**src/dhte_ram.sv**
```systemverilog
`default_nettype none
module dhte_ram #(
	parameter int WIDTH = 8,
	parameter int DEPTH = 16
) (
	input  wire logic                     clk,
	input  wire logic                     we,
	input  wire logic [$clog2(DEPTH)-1:0] waddr,
	input  wire logic [WIDTH-1:0]         wdata,
	input  wire logic [$clog2(DEPTH)-1:0] raddr,
	output logic      [WIDTH-1:0]         rdata
);

	logic [WIDTH-1:0] mem_q [DEPTH];

	// single write port, registered read
	always_ff @(posedge clk) begin
		if (we) begin
			mem_q[waddr] <= wdata;
		end
		rdata <= mem_q[raddr];
	end

endmodule
`default_nettype wire

```
**config.mk**
```make
export PLATFORM = sky130hd
export DESIGN_NAME = dhte_ram
export DESIGN_NICKNAME = d
export VERILOG_FILES = /design/src/dhte_ram.sv
export SDC_FILE = /design/constraint.sdc
export NUM_CORES = 1
export LEC_CHECK = 0
export ABC_CLOCK_PERIOD_IN_PS = 4400
export BUFFER_PORTS_ARGS = -buffer_cell sky130_fd_sc_hd__buf_2
export CORE_AREA = 2 2 110 112
export DETAILED_ROUTE_END_ITERATION = 8
export DIE_AREA = 0 0 112 114
export GPL_TIMING_DRIVEN = 0
export SYNTH_ARGS = -nofsm -noshare
export SYNTH_HDL_FRONTEND = slang
export SYNTH_SLANG_ARGS = --single-unit
export TNS_END_PERCENT = 20
```
**constraint.sdc**
```tcl
create_clock -name clk -period 4.4 [get_ports clk]
set_input_delay 0.88 -clock clk [delete_from_list [all_inputs] [get_ports clk]]
set_output_delay 0.88 -clock clk [all_outputs]
set_load 0.01 [all_outputs]
```
==> results.md <==
- Outcome: completed
- Count leader, synth: edfxtp_1
- Slowest stage cell, crit path: nor3_1
- Internal Power: approximately 0.0023 W
- Average cell area after synthesis: between 20 and 25 µm²
- Core Rows: 40
- Switching Share: 0.198
- Share of the synthesized area in the top cell type: 0.747
- Setup TNS: 0 ps
- Final worst setup slack: 2220 ps
- PwrDens: 483 nW/µm²
- Port bufs: 24
- Critical path startpoint category: input pin
- Crit Path Category: input pin to flop
- Post-synthesis sequential area ratio: 0.778
- Hold crit path type: flop to flop
- Syn Inst Count: between 200 and 250
- Drt first pass iters: 4
- DRC: 0
- DRT antenna net count: 0
- Vias in the first global route: 2384
- Worst-path maximum fanout: 8
- Crit path DAT: 2190 ps
- Hold_buf cts: 0
- Clk pwr share: 0.450
- Ranking of synthesized cells by area: edfxtp_1, mux4_2, mux4_1, dfxtp_1, a22oi_1
- Slew Limit Headroom: 0.161
- Gp weighted congestion: 0.713
- Share of layout cells above drive strength 1: 0.284
- Complex-gate fraction of the synthesized area: 0.0233
- Via count: between 2000 and 2500
- Synth warn: 0
- Min cycle time layout: roughly 2200 ps
- First-pass GRT wire length: 14800 µm
- CTS tree: done
- Final Setup Violations: 0
- Tot GR Track Use: 0.168
- Largest net degree at the start of global routing: 17
- Reg area: approximately 4000 µm²
- Hold path start: mem_q[14][0]$_DFFE_PP_
- Reg2Reg Launch Point: mem_q[0][2]$_DFFE_PP_
- Nets: 291
- Max Slew Vio Count: 0
- RR Endpoint: rdata[2]$_DFF_P_
- Max IR drop VDD: 0.231 mV
- Seq pwr share: 0.502
- Pre-CTS setup slack: 1430 ps
- Hold depth: 3
- Worst Path Buf+Inv: 1
- Unique masters post-synth: 19
- Max Fclk: about 460 MHz
- Max cap viols: 0
- Resized Gates After CTS: 0
- Main combinational cell family by area after synthesis: multiplexers
- Initial Util: 0.440
- Routed wire per std cell: 22.7 µm
- CP top delay family: simple AND/OR/NAND/NOR gates
- Simple-gate portion of the synthesized area: 0.0318
- CTS sink count: between 100 and 150
- Switch Pwr: 0.000574 W
- Mapped cell area: a little over 5000 µm²
- CP required: around 4400 ps
- Final design utilization: 0.513
- Grt total ovfl: 0
- Initial DRC count: about 160
- CP Capture Type: flop
- Synth Register Bits: between 100 and 150
- Via-to-Cell Ratio: between 5 and 6
- I/O pin count: 26
- Core area: approximately 12000 µm²
- Area grow syn2layout: 16.8%
- CTS Root Cell: clkbuf_16
- Most frequent cells after synthesis: edfxtp_1, mux4_2, a22oi_1
- Fin Hold WS: ~670 ps
- Die area: around 13000 µm²
- Post-synth EDFFs: around 130
- Multi-input logic area: between 1000 and 1500 µm²
- Hold Path End: rdata[0]$_DFF_P_
- Clock-pin slew on the worst setup and hold paths: ~50 ps
- Multiplexer share of the synthesized area: 0.150
- Synth Area in XOR/XNOR: 0
- Final WL: slightly below 10000 µm
- RSZ-0062 raised after global routing: no
- Setup bufs post-CTS: 0
- Die width: between 100 and 150 µm
- Comb power frac: 0.049
- R2r setup slk: roughly 2900 ps
- CP peak stage delay: around 970 ps
- LEAKAGE: approximately 2.0 nW
- Clock skew: 7.45 ps
- H-Tree Depth: 4
- Largest area contributor in the netlist: edfxtp_1
- Adder-cell share of the synthesized area: 0
- Cell Chain, Critical Path: buf_2, nand3b_1, nor3_1
- Die Y: 114 µm
- Clk_lat worst skew: a little over 400 ps
- Fin. Hold Viols: 0
- Final Cycle Share: 0.495
- Worst Reg2Reg Path Length in Cells: 3
- Clock Path Buffers: 2
- Top_reg_cell synth: edfxtp_1
- Filler Cell Count: 968
- Initial antenna violation count: 0
- Hpwl dp: a little over 6000 µm
- Antenna cells: 0
- Post-Syn Nets: 247
- CTS buffer count: 17
- Worst Max-Slew Pin Slew: around 1200 ps
- Ys async rst share: 0
registers in the layout, summed over array words and instances, names as in the netlist:
name and cells:
rdata 8, mem_q 128
worst max path at each step:
stage	startpoint	endpoint	slack, ps	cells past startpoint
6_report	waddr[3]	mem_q[4][1]$_DFFE_PP_	2220	3
5_1_grt	waddr[3]	mem_q[4][1]$_DFFE_PP_	2090	3
4_1_cts	waddr[2]	mem_q[0][5]$_DFFE_PP_	1850	3
3_5_place_dp	waddr[2]	mem_q[0][2]$_DFFE_PP_	1430	3
3_3_place_gp	waddr[2]	mem_q[0][2]$_DFFE_PP_	1430	3
2_1_floorplan	waddr[2]	mem_q[0][0]$_DFFE_PP_	2030	2
logic make-up after synthesis:
logic type | after synthesis
AOI/OAI and AO/OA | 16
buffers and inverters | 10
DFF | 136
muxes | 32
and+or+nand+nor | 35
stage by stage:
step                      total power (W)  std cells  instance area [µm²]
after floorplan                   0.00156        229                 5150
after global placement            0.00162        400                 5450
after detailed placement          0.00163        400                 5450
after CTS                         0.00293        431                 6000
after global routing              0.00300        432                 6010
final                             0.00290        432                 6010
layout make-up:
class	instances	share of cell area
well taps	147	0.0306
multi-input cells	83	0.178
plain buffers	10	0.0144
clock buffers	21	0.0733
repair buffers	25	0.0208
clock inverters	10	0.0175
flip-flops and latches	136	0.666
metal layers:
layer / vias up / global-route usage / wire (µm)
met4: 0 / 0.0618 / 157
met1: 1216 / 0.232 / 4260
met2: 71 / 0.257 / 4780
li1: 1059 / - / -
met3: 16 / 0.0499 / 596
met5: - / 0 / 0
cell usage in the layout (no fill, tap or decap), types with 3 or more instances in the layout:
master	n
edfxtp_1	128
buf_2	28
mux4_2	18
clkbuf_16	17
a22oi_1	16
mux4_1	14
nor2_1	13
nand2_1	9
dfxtp_1	8
clkbuf_1	4
buf_6	3
clkdlybuf4s25_2	3
clkinvlp_4	3
clkinv_2	3
worst min-delay path: stages, from the launching register on:
cell	delay (ps)
edfxtp_1	310
mux4_2	220
a22oi_1	50
nand2_1	60
power groups by stage:
stage	clock [W]	sequential (W)	combinational, W
after floorplan	0	0.00149	0.0000735
after global placement	0	0.00148	0.000141
after detailed placement	0	0.00148	0.000144
after CTS	0.00133	0.00146	0.000144
after global routing	0.00139	0.00146	0.000155
final	0.00131	0.00146	0.000141
Note: power is estimated with default switching activity, not from simulation.
